===== src/sdf_pkg.sv =====
package sdf_pkg;

    localparam int WINDOW_DEPTH_DEF  = 100;
    localparam int ADAPTER_COUNT_DEF = 8;

    localparam int SEQ_W    = 32;
    localparam int ADAPT_W  = 3;
    localparam int SIG_W    = 8;
    localparam int LEN_W    = 9;
    localparam int SLOT_W   = 7;
    localparam int PKT_W    = 32;

    localparam logic signed [SIG_W-1:0] SIGNAL_RESET = -8'sd126;

    typedef enum logic [1:0] {
        V_ACCEPT = 2'd0,
        V_DUP    = 2'd1,
        V_OLD    = 2'd2
    } t_verdict;

    typedef enum logic [1:0] {
        S_IDLE,
        S_SCAN,
        S_DONE
    } t_state;

    typedef struct packed {
        logic [SEQ_W-1:0]          sequence_req;
        logic [ADAPT_W-1:0]        adapter;
        logic signed [SIG_W-1:0]   signal_dbm;
        logic [LEN_W-1:0]          payload_length;
    } t_in;

    typedef struct packed {
        t_verdict                  verdict;
        logic [SLOT_W-1:0]         slot;
        logic [LEN_W-1:0]          forward_length;
        logic [PKT_W-1:0]          adapter_packets;
    } t_out;

    // top -> window
    typedef struct packed {
        logic start;
        logic commit;
    } t_win_ctl;

    // window -> top
    typedef struct packed {
        logic done;
        logic dup;
    } t_win_sts;

endpackage


===== src/sdf_window.sv =====
module sdf_window #(
    parameter int DEPTH = sdf_pkg::WINDOW_DEPTH_DEF
) (
    input  logic                      i_clk,
    input  logic                      i_rst_n,
    input  sdf_pkg::t_win_ctl         i_ctl,
    input  logic [sdf_pkg::SEQ_W-1:0] i_key,
    output sdf_pkg::t_win_sts         o_sts,
    output logic [$clog2(DEPTH)-1:0]  o_ptr
);

    localparam int PW = $clog2(DEPTH);
    localparam int CW = $clog2(DEPTH + 1);

    logic [sdf_pkg::SEQ_W-1:0] r_mem [DEPTH];
    logic [sdf_pkg::SEQ_W-1:0] r_q;
    logic [sdf_pkg::SEQ_W-1:0] r_key;
    logic [PW-1:0]             r_ptr;
    logic [CW-1:0]             r_fill;
    logic [CW-1:0]             r_iss;
    logic [PW-1:0]             r_addr;
    logic                      r_busy;
    logic                      r_cmp_en;
    logic                      r_cmp_live;
    logic                      r_dup;
    logic                      r_done;

    logic [sdf_pkg::SEQ_W-1:0] cmp_val;
    logic                      match;
    logic                      issue;
    logic                      last;

    function automatic logic [PW-1:0] wrap_inc(input logic [PW-1:0] a);
        wrap_inc = (a == PW'(DEPTH - 1)) ? '0 : a + 1'b1;
    endfunction

    // Entries never written read as zero
    assign cmp_val = r_cmp_live ? r_q : '0;
    assign match   = r_cmp_en && (cmp_val == r_key);
    assign issue   = r_busy && (r_iss != CW'(DEPTH));
    assign last    = r_busy && !issue && r_cmp_en;

    always_ff @(posedge i_clk) begin
        if (issue) begin
            r_q <= r_mem[r_addr];
        end
    end

    always_ff @(posedge i_clk) begin
        if (i_ctl.commit) begin
            r_mem[r_ptr] <= r_key;
        end
    end

    always_ff @(posedge i_clk) begin
        if (i_ctl.start) begin
            r_key <= i_key;
        end
    end

    always_ff @(posedge i_clk) begin
        if (!i_rst_n) begin
            r_ptr      <= PW'(DEPTH - 2);
            r_fill     <= '0;
            r_iss      <= '0;
            r_addr     <= '0;
            r_busy     <= 1'b0;
            r_cmp_en   <= 1'b0;
            r_cmp_live <= 1'b0;
            r_dup      <= 1'b0;
            r_done     <= 1'b0;
        end else begin
            r_done <= last;
            if (i_ctl.start) begin
                // scan oldest-first from the pointer; the last r_fill slots are written
                r_busy   <= 1'b1;
                r_iss    <= '0;
                r_addr   <= r_ptr;
                r_dup    <= 1'b0;
                r_cmp_en <= 1'b0;
            end else if (r_busy) begin
                r_cmp_en <= issue;
                if (issue) begin
                    r_cmp_live <= (r_iss >= (CW'(DEPTH) - r_fill));
                    r_addr     <= wrap_inc(r_addr);
                    r_iss      <= r_iss + 1'b1;
                end
                if (match) begin
                    r_dup <= 1'b1;
                end
                if (last) begin
                    r_busy <= 1'b0;
                end
            end
            if (i_ctl.commit) begin
                r_ptr <= wrap_inc(r_ptr);
                if (r_fill != CW'(DEPTH)) begin
                    r_fill <= r_fill + 1'b1;
                end
            end
        end
    end

    assign o_sts.done = r_done;
    assign o_sts.dup  = r_dup;
    assign o_ptr      = r_ptr;

    a_ptr_range: assert property (@(posedge i_clk) disable iff (!i_rst_n)
        r_ptr <= PW'(DEPTH - 1))
        else $error("window pointer out of range");

    a_commit_idle: assert property (@(posedge i_clk) disable iff (!i_rst_n)
        i_ctl.commit |-> !r_busy)
        else $error("commit during scan");

    a_commit_adv: assert property (@(posedge i_clk) disable iff (!i_rst_n)
        i_ctl.commit |=> r_ptr != $past(r_ptr))
        else $error("pointer did not advance on commit");

endmodule


===== src/sequence_duplicate_filter_unit.sv =====
// Channel  | Valid        | Ready        | Payload          | Beat
// ---------+--------------+--------------+------------------+---------------------
// input    | i_in_valid   | o_in_ready   | i_in  (t_in)     | one packet header
// output   | o_out_valid  | i_out_ready  | o_out (t_out)    | one verdict
// config   | i_cfg_we     | -            | i_cfg_data       | reference sequence
//
// Per header, accept to accept: one comparator reads the window one entry per cycle,
// then the last compare, the done flag, the verdict register and taking the next
// header follow in that order.
// Reset is synchronous; a fill count marks unwritten slots as zero.
// A finished result waits in the output register; the next header is taken
// meanwhile and its scan runs, stalling only at the end until the output frees.
module sequence_duplicate_filter_unit #(
    parameter int WINDOW_DEPTH  = sdf_pkg::WINDOW_DEPTH_DEF,
    parameter int ADAPTER_COUNT = sdf_pkg::ADAPTER_COUNT_DEF
) (
    input  logic                      i_clk,
    input  logic                      i_rst_n,
    input  logic                      i_in_valid,
    output logic                      o_in_ready,
    input  sdf_pkg::t_in              i_in,
    output logic                      o_out_valid,
    input  logic                      i_out_ready,
    output sdf_pkg::t_out             o_out,
    input  logic                      i_cfg_we,
    input  logic [sdf_pkg::SEQ_W-1:0] i_cfg_data
);

    localparam int PW = $clog2(WINDOW_DEPTH);
    localparam int AW = (ADAPTER_COUNT > 1) ? $clog2(ADAPTER_COUNT) : 1;

    sdf_pkg::t_state                   r_state, n_state;
    logic [sdf_pkg::SEQ_W-1:0]         r_ref;
    logic [sdf_pkg::SEQ_W-1:0]         r_seq;
    logic [sdf_pkg::LEN_W-1:0]         r_len;
    logic [sdf_pkg::PKT_W-1:0]         r_pkts;
    logic [sdf_pkg::PKT_W-1:0]         r_cnt [ADAPTER_COUNT];
    logic signed [sdf_pkg::SIG_W-1:0]  r_sig [ADAPTER_COUNT];
    logic                              r_out_valid, n_out_valid;
    sdf_pkg::t_out                     r_out, n_out;

    sdf_pkg::t_win_ctl                 win_ctl;
    sdf_pkg::t_win_sts                 win_sts;
    logic [PW-1:0]                     win_ptr;

    logic                              in_acc;
    logic                              ad_ok;
    logic [AW-1:0]                     ad_idx;
    logic [sdf_pkg::SEQ_W-1:0]         seq_dist;
    logic                              too_old;
    logic                              out_free;

    assign in_acc   = i_in_valid && o_in_ready;
    assign ad_ok    = 32'(i_in.adapter) < 32'(ADAPTER_COUNT);
    assign ad_idx   = AW'(i_in.adapter);
    assign seq_dist = r_seq - r_ref;
    assign too_old  = seq_dist[sdf_pkg::SEQ_W-1];
    assign out_free = !r_out_valid || i_out_ready;

    sdf_window #(
        .DEPTH (WINDOW_DEPTH)
    ) u_window (
        .i_clk   (i_clk),
        .i_rst_n (i_rst_n),
        .i_ctl   (win_ctl),
        .i_key   (i_in.sequence_req),
        .o_sts   (win_sts),
        .o_ptr   (win_ptr)
    );

    always_comb begin
        n_state        = r_state;
        n_out_valid    = r_out_valid && !i_out_ready;
        n_out          = r_out;
        o_in_ready     = 1'b0;
        win_ctl.start  = 1'b0;
        win_ctl.commit = 1'b0;
        case (r_state)
            sdf_pkg::S_IDLE: begin
                o_in_ready    = 1'b1;
                win_ctl.start = i_in_valid;
                if (i_in_valid) begin
                    n_state = sdf_pkg::S_SCAN;
                end
            end
            sdf_pkg::S_SCAN: begin
                if (win_sts.done) begin
                    n_state = sdf_pkg::S_DONE;
                end
            end
            sdf_pkg::S_DONE: begin
                // hold until the output register frees
                if (out_free) begin
                    n_out_valid                = 1'b1;
                    n_out.slot                 = sdf_pkg::SLOT_W'(win_ptr);
                    n_out.adapter_packets      = r_pkts;
                    n_out.forward_length       = '0;
                    if (win_sts.dup) begin
                        n_out.verdict = sdf_pkg::V_DUP;
                    end else if (too_old) begin
                        n_out.verdict = sdf_pkg::V_OLD;
                    end else begin
                        n_out.verdict        = sdf_pkg::V_ACCEPT;
                        n_out.forward_length = r_len;
                        win_ctl.commit       = 1'b1;
                    end
                    n_state = sdf_pkg::S_IDLE;
                end
            end
            default: begin
                n_state = sdf_pkg::S_IDLE;
            end
        endcase
    end

    always_ff @(posedge i_clk) begin
        if (!i_rst_n) begin
            r_state     <= sdf_pkg::S_IDLE;
            r_out_valid <= 1'b0;
        end else begin
            r_state     <= n_state;
            r_out_valid <= n_out_valid;
        end
    end

    always_ff @(posedge i_clk) begin
        r_out <= n_out;
        if (in_acc) begin
            r_seq <= i_in.sequence_req;
            r_len <= i_in.payload_length;
        end
    end

    always_ff @(posedge i_clk) begin
        if (!i_rst_n) begin
            r_ref  <= '0;
            r_pkts <= '0;
            for (int k = 0; k < ADAPTER_COUNT; k++) begin
                r_cnt[k] <= '0;
                r_sig[k] <= sdf_pkg::SIGNAL_RESET;
            end
        end else begin
            if (i_cfg_we) begin
                r_ref <= i_cfg_data;
            end
            if (in_acc) begin
                if (ad_ok) begin
                    r_cnt[ad_idx] <= r_cnt[ad_idx] + 1'b1;
                    r_sig[ad_idx] <= i_in.signal_dbm;
                    r_pkts        <= r_cnt[ad_idx] + 1'b1;
                end else begin
                    r_pkts <= '0;
                end
            end
        end
    end

    assign o_out_valid = r_out_valid;
    assign o_out       = r_out;

    a_done_in_scan: assert property (@(posedge i_clk) disable iff (!i_rst_n)
        win_sts.done |-> r_state == sdf_pkg::S_SCAN)
        else $error("scan finished outside of scan state");

    a_busy_after_acc: assert property (@(posedge i_clk) disable iff (!i_rst_n)
        in_acc |=> !o_in_ready)
        else $error("took a header while one was in flight");

    a_drop_no_len: assert property (@(posedge i_clk) disable iff (!i_rst_n)
        (o_out_valid && o_out.verdict != sdf_pkg::V_ACCEPT) |-> o_out.forward_length == '0)
        else $error("dropped packet carries a length");

    a_commit_accept: assert property (@(posedge i_clk) disable iff (!i_rst_n)
        win_ctl.commit |=> (o_out_valid && o_out.verdict == sdf_pkg::V_ACCEPT))
        else $error("window written without an accept verdict");

endmodule


===== config.mk =====
export PLATFORM = sky130hd
export DESIGN_NAME = sequence_duplicate_filter_unit
export DESIGN_NICKNAME = d
export VERILOG_FILES = /design/src/sdf_pkg.sv /design/src/sdf_window.sv /design/src/sequence_duplicate_filter_unit.sv
export SDC_FILE = /design/constraint.sdc
export NUM_CORES = 2
export LEC_CHECK = 0
export BUFFER_PORTS_ARGS = -buffer_cell sky130_fd_sc_hd__buf_4
export CAP_MARGIN = 20
export CELL_PAD_IN_SITES_DETAIL_PLACEMENT = 0
export CELL_PAD_IN_SITES_GLOBAL_PLACEMENT = 2
export CORE_MARGIN = 3
export CORE_UTILIZATION = 50
export DETAILED_ROUTE_END_ITERATION = 10
export HOLD_SLACK_MARGIN = 0.15
export PLACE_DENSITY_LB_ADDON = 0.3
export SLEW_MARGIN = 0
export SYNTH_ARGS = -nofsm -noshare
export SYNTH_HDL_FRONTEND = slang
export SYNTH_SLANG_ARGS = --single-unit
export TNS_END_PERCENT = 1

===== constraint.sdc =====
create_clock -name i_clk -period 7.1 [get_ports i_clk]
set_clock_uncertainty 0.15 [all_clocks]
set_input_delay 0.71 -clock i_clk [delete_from_list [all_inputs] [get_ports i_clk]]
set_output_delay 0.71 -clock i_clk [all_outputs]
set_load 0.01 [all_outputs]

Word level (Yosys, flattened, before mapping). Memory sizes are Yosys's and may differ from the RTL's. A register that Yosys moved wholly into a read port is not among the register bits. Index checks and enable logic that the tools add are counted.

Memories kept: 2. Output and inout bits: 52. Bits in writable memories: 3456. Flip-flop bits (word level): 223. Logic and storage cells: 96. Input port bits: 89.

Add/sub/neg operators: 7. Mux-type cells: 31. Order comparisons: 1. Reductions and logical operators: 23. Bitwise gates (word level): 2. Equality and inequality tests: 10.

Memories: u_window.r_mem (words 100, bits a word 32, rd ports 1, clocked after Yosys merged registers in 1, write ports 1, line sdf_window.sv:15) `logic [sdf_pkg::SEQ_W-1:0] r_mem [DEPTH];`; r_cnt (words 8, bits a word 32, rd ports 1, clocked after Yosys merged registers in 0, write ports 8, line sequence_duplicate_filter_unit.sv:37) `logic [sdf_pkg::PKT_W-1:0] r_cnt [ADAPTER_COUNT];`.

Operators by type and width (number): 2-to-1 mux 32 bit (2); 2-to-1 mux 7 bit (5); adder 32 x 1 -> 32 bit (second input constant) (1); == test 32 bit (1); OR reduction 32 bit (1); subtractor 32 bit (1); adder 7 x 1 -> 7 bit (second input constant) (4); 2-to-1 mux 1 bit (18); == test 7 bit (second input constant) (2); != test 7 bit (second input constant) (2); AND reduction 2 bit (5); 2-to-1 mux 2 bit (4); greater-or-equal comparator 7 bit (1); subtractor 7 bit (first input constant) (1); logical AND 1 bit (6); case mux 2 bit (3 select lines) (1); AND reduction 3 bit (2); != test 2 bit (second input constant) (2); nonzero test 2 bit (2); OR reduction 2 bit (2); logical NOT 1 bit (3); 2-to-1 mux 3 bit (1); == test 2 x 1 -> 1 bit (second input constant) (1); == test 2 bit (second input constant) (1); 4 further kinds (5).

Depth between registers and ports, before layout.
Word-level depth: 8. Mapped depth: 14. Depth with buffers taken out: 11.

By module. A second synthesis with hierarchy kept.

Cells, all modules: 6801. Area total of the unflattened synthesis: 144366.0 µm².

By module, submodules not included: sdf_window (sequential area each 98674.6 µm², instances 1, cells each 5452, area an instance 126553.9 µm²); sequence_duplicate_filter_unit (sequential area each 11761.3 µm², instances 1, cells each 1349, area an instance 17812.1 µm²).

Least setup slack after synthesis. No wires, ideal clock.

Path kind: input port to flip-flop. Start: in i_out_ready. End: mem u_window.r_mem[77][0] (netlist name), enable pin. Stages on the path: 6. Arrival: 5.554 ns. Slack: 0.974 ns. Path buffers: 1. Required time: 6.529 ns. Setup time: 0.421 ns. Cell sequence: nand2b_1 nor2b_1 nand2b_1 or4_1 clkbuf_1 nor2_1.

Cells in the longest elaborated chain, start to end: 5.

Ends and longest elaborated chain: start, declared (line sequence_duplicate_filter_unit.sv:23) `input logic i_out_ready,`; logical OR 1 bit (line sequence_duplicate_filter_unit.sv:58) `assign out_free = !r_out_valid || i_out_ready;`; 2-to-1 mux 1 bit (line sequence_duplicate_filter_unit.sv:93) `if (out_free) begin`; 2-to-1 mux 1 bit (line sequence_duplicate_filter_unit.sv:78) `case (r_state)`; 2-to-1 mux 1 bit (line sdf_window.sv:50) `if (i_ctl.commit) begin`; 2-to-1 mux 1 bit (not written as such) (line sdf_window.sv:51) `r_mem[r_ptr] <= r_key;`; end, declared (line sdf_window.sv:15).

Every way passes these cells.

Worst setup path after layout.
Start: reg r_seq[2] (netlist name). End: mem u_window.r_mem[23][3] (netlist name), enable pin.

Cells in the longest elaborated chain, start to end: 7.

Ends and longest elaborated chain: start, declared (line sequence_duplicate_filter_unit.sv:34) `logic [sdf_pkg::SEQ_W-1:0] r_seq;`; start signal, assigned (line sequence_duplicate_filter_unit.sv:129) `r_seq <= i_in.sequence_req;`; subtractor 32 bit (line sequence_duplicate_filter_unit.sv:56) `assign seq_dist = r_seq - r_ref;`; 2-to-1 mux 1 bit (line sequence_duplicate_filter_unit.sv:100) `end else if (too_old) begin`; 2-to-1 mux 1 bit (line sequence_duplicate_filter_unit.sv:98) `if (win_sts.dup) begin`; 2-to-1 mux 1 bit (line sequence_duplicate_filter_unit.sv:93); 2-to-1 mux 1 bit (line sequence_duplicate_filter_unit.sv:78); 2-to-1 mux 1 bit (line sdf_window.sv:50); 2-to-1 mux 1 bit (not written as such) (line sdf_window.sv:51).

Every way passes these cells.

==> qor.yml <==
grt:
  track_usage_pct: 24.99
  gr-total-overflow: 0
  grt_max_degree: 104
  grt_pass1_vias: 69766
  grt_pass1_wl_um: 521400
  antenna_found_initial: 13
synth:
  ys_warn_count: 0
  ys_seq_area_share_pct: 76.66
  synth.net_count: 6639
  syn_area_per_cell_sq_um: 21.95
  synth_edf_count: 3579
  syn-cell-area_sq_um: 142800
  synth_cells: 6506
  ys_types: 81
  synth_ff_type: "edfxtp_1"
  yosysTopAreaCell: "edfxtp_1"
  synth_top_area_share_pct: 75.26
  ys_ff_latch: 3679
  synth-async-reset-ratio_pct: 0
  netlist_top_cells_area: "edfxtp_1 (75%), mux4_2 (16%), dfxtp_1 (1.4%), nor2_1 (1.2%), mux2i_1 (1.2%)"
finish:
  final_common_cell: "edfxtp_1"
  syn_to_final_growth_pct: 14.21
  fillerInstances: 20348
  layout_common_cells: "edfxtp_1 (3579), mux4_2 (1025), clkbuf_16 (376)"
  layout-drive-gt1-share_pct: 28.79
  fin_util_pct: 57.57
  stdcell_count: 11056
  nets: 7145
cts:
  cts_setup_buffers: 0
  path_clk_slew_ps: 60
  cts_max_level: 5
  clk_latency_ps: 940
  cts_root_buf: "clkbuf_16"
  clkSinkCount: 3679
  ctsLongestPathBuffers: 4
  cts_buffers: 374
  cts_tree: "done"
  postCtsResizedCells: 0
  postCtsHoldBufs: 87
setup_path:
  reg2reg_depth: 11
  reg2reg_from: "r_seq[2]"
  cp-start-kind: "flip-flop"
  critPathKind: "reg2reg"
  rrSetupSlack_ps: 1510
  reg2reg_to: "u_window.r_mem[23][3]"
  critical_path_required_ps: 7600
  cp_max_fo: 21
  path_cells: "ha_1 -> a21oi_1 -> o21ai_0 -> a21oi_1 -> o31ai_1 -> o21ai_0 -> a211o_1 -> nand3_2 -> buf_4 -> nor2_4 -> buf_4"
  endpoint_kind: "flip-flop"
  critical-path-slowest-cell: "nor2_4"
  path_delay_family: "simple AND/OR/NAND/NOR gates"
  cp.buffers_inverters: 2
  cpPeakStageDelay_ps: 870
  critPathArrivalTime_ps: 6080
power:
  pwr_density_cell_nw_per_um2: 284.3
  seqPwrFrac_pct: 51.9
  pwr-share-comb_pct: 7.0
  p_sw_w: 0.01028
  switching_share_pct: 22.16
  ir_drop_mv: 0.2007
  leakagePower_nw: 50.54
  clock_power_share_pct: 41.0
  power.internal_w: 0.03610
status:
  status: "complete, no violations"
die:
  die_y_um: 540.4
  coreArea_sq_um: 283300
  initial_utilization_pct: 50.41
  die_w_um: 540.4
  num_rows: 195
  dieArea_sq_um: 292100
  ios: 141
routing:
  wl_per_cell_um: 32.98
  drtAntennaViolNets: 0
  drc: 0
  vias: 68962
  drtPass1Iterations: 7
  drt_wl_total_um: 364700
  vias_per_cell: 6.238
  drt_iter0_markers: 8587
timing:
  maxSlewViolCount: 0
  final_hold_viol_count: 0
  min_period_ps: 5588
  fmaxAchievable_mhz: 178.9
  finalSetupViolations: 0
  slew_headroom_pct: 19.62
  rsz0062_at_grt: "false"
  finalSetupTns_ps: 0
  fin_crit_sh_pct: 78.71
  tightestPinTransition_ps: 1206
placed_design:
  place_hpwl_um: 208700
  port_buffers: 132
  gp_congestion: 0.8254
  dp_cells: 10283
worst_hold_path:
  hold_depth: 3
  worst_hold_path.endpoint: "r_ref[14]"
  hp-class: "in2reg"
  hold_start: "i_cfg_we"
run:
  cap_violations: 0
## logic make-up (layout without fill, tap and decap cells)
group / Yosys count / count (layout) / share of synthesized area (%)
and+or+nand+nor: 833 / 833 / 2.596
AOI/OAI and AO/OA: 281 / 281 / 1.370
adders and majority gates: 44 / 44 / 0.3855
muxes: 1212 / 1212 / 17.50
buffers and inverters: 407 / 1208 / 1.153
xor gates and xnor gates: 50 / 50 / 0.3382
other: 0 / 6 / 0
DFF: 3679 / 3679 / 76.66
## metal layers
layer  vias up  routed length [um]  GRT usage, %
met4         4               10610         6.680
li1      28250                   -             -
met2      3066              177900         40.20
met5         -                  24             0
met3       503               30230         4.229
met1     37139              145900         35.94
## worst register-to-register path, stage by stage (launching register included)
cell	delay [ps]
edfxtp_1	800
ha_1	370
a21oi_1	150
o21ai_0	100
a21oi_1	200
o31ai_1	150
o21ai_0	270
a211o_1	480
nand3_2	850
buf_4	530
nor2_4	880
buf_4	370
## per-stage QoR
stage | setup slack, ps | hold slack, ps | total power, W | area (sq um)
after floorplan | 974.4 | 256.4 | 0.02650 | 142800
after global placement | 1533 | 271.7 | 0.02773 | 150100
after detailed placement | 1543 | 268.7 | 0.02777 | 150200
after CTS | 1492 | 150.1 | 0.04672 | 162900
after global routing | 1221 | 215.5 | 0.04774 | 163100
final | 1512 | 219.3 | 0.04637 | 163100
## synth_stat cells (15+ instances only)
cell / n
edfxtp_1: 3579
a22oi_1: 20
o21ai_0: 71
inv_1: 54
nand3_1: 45
dfxtp_1: 100
xor2_1: 15
a211oi_1: 19
buf_2: 31
clkbuf_1: 240
and2_1: 18
nor2_1: 444
ha_1: 44
nor2b_1: 23
xnor2_1: 29
mux2i_1: 166
mux4_2: 1025
mux2_2: 20
nor3_1: 16
a21oi_1: 35
buf_1: 65
nand2b_1: 19
nand4_1: 27
o221ai_1: 21
nand2_1: 177
## registers in the layout, indices dropped and copies added, names as in the netlist, 9 cells and up
signal,flops
o_out,50
r_cnt,256
r_len,9
r_pkts,32
r_ref,32
r_seq,32
u_window.r_mem,3200
u_window.r_q,32
## area by class of cell
type,instances,area (sq um),area share [%]
antenna,6,15.01,0.009206
clock buffer,463,9876,6.055
clock inverter,208,1958,1.201
inverter,59,221.5,0.1358
multi-input combinational,2420,32550,19.96
sequential,3679,109500,67.14
tap,3743,4683,2.872
timing repair buffer,478,4292,2.631
## power groups by stage
stage	sequential, W	clock, W	combinational [W]
after floorplan	0.0246	0	0.00189
after global placement	0.0245	0	0.00319
after detailed placement	0.0245	0	0.00323
after CTS	0.0241	0.0194	0.00328
after global routing	0.0241	0.0202	0.00344
final	0.0241	0.0190	0.00326
## worst max path at each step
stage	slack, ps	from	depth (start not counted)	end
6_report	1510	r_seq[2]	11	u_window.r_mem[23][3]
5_1_grt	1220	r_seq[2]	11	u_window.r_mem[15][1]
2_1_floorplan	970	i_out_ready	6	u_window.r_mem[77][0]
3_5_place_dp	1540	r_seq[2]	11	u_window.r_mem[15][5]
4_1_cts	1490	r_seq[2]	11	u_window.r_mem[15][1]
3_3_place_gp	1530	r_seq[2]	11	u_window.r_mem[15][23]
Note: power is estimated with default switching activity, not from simulation.
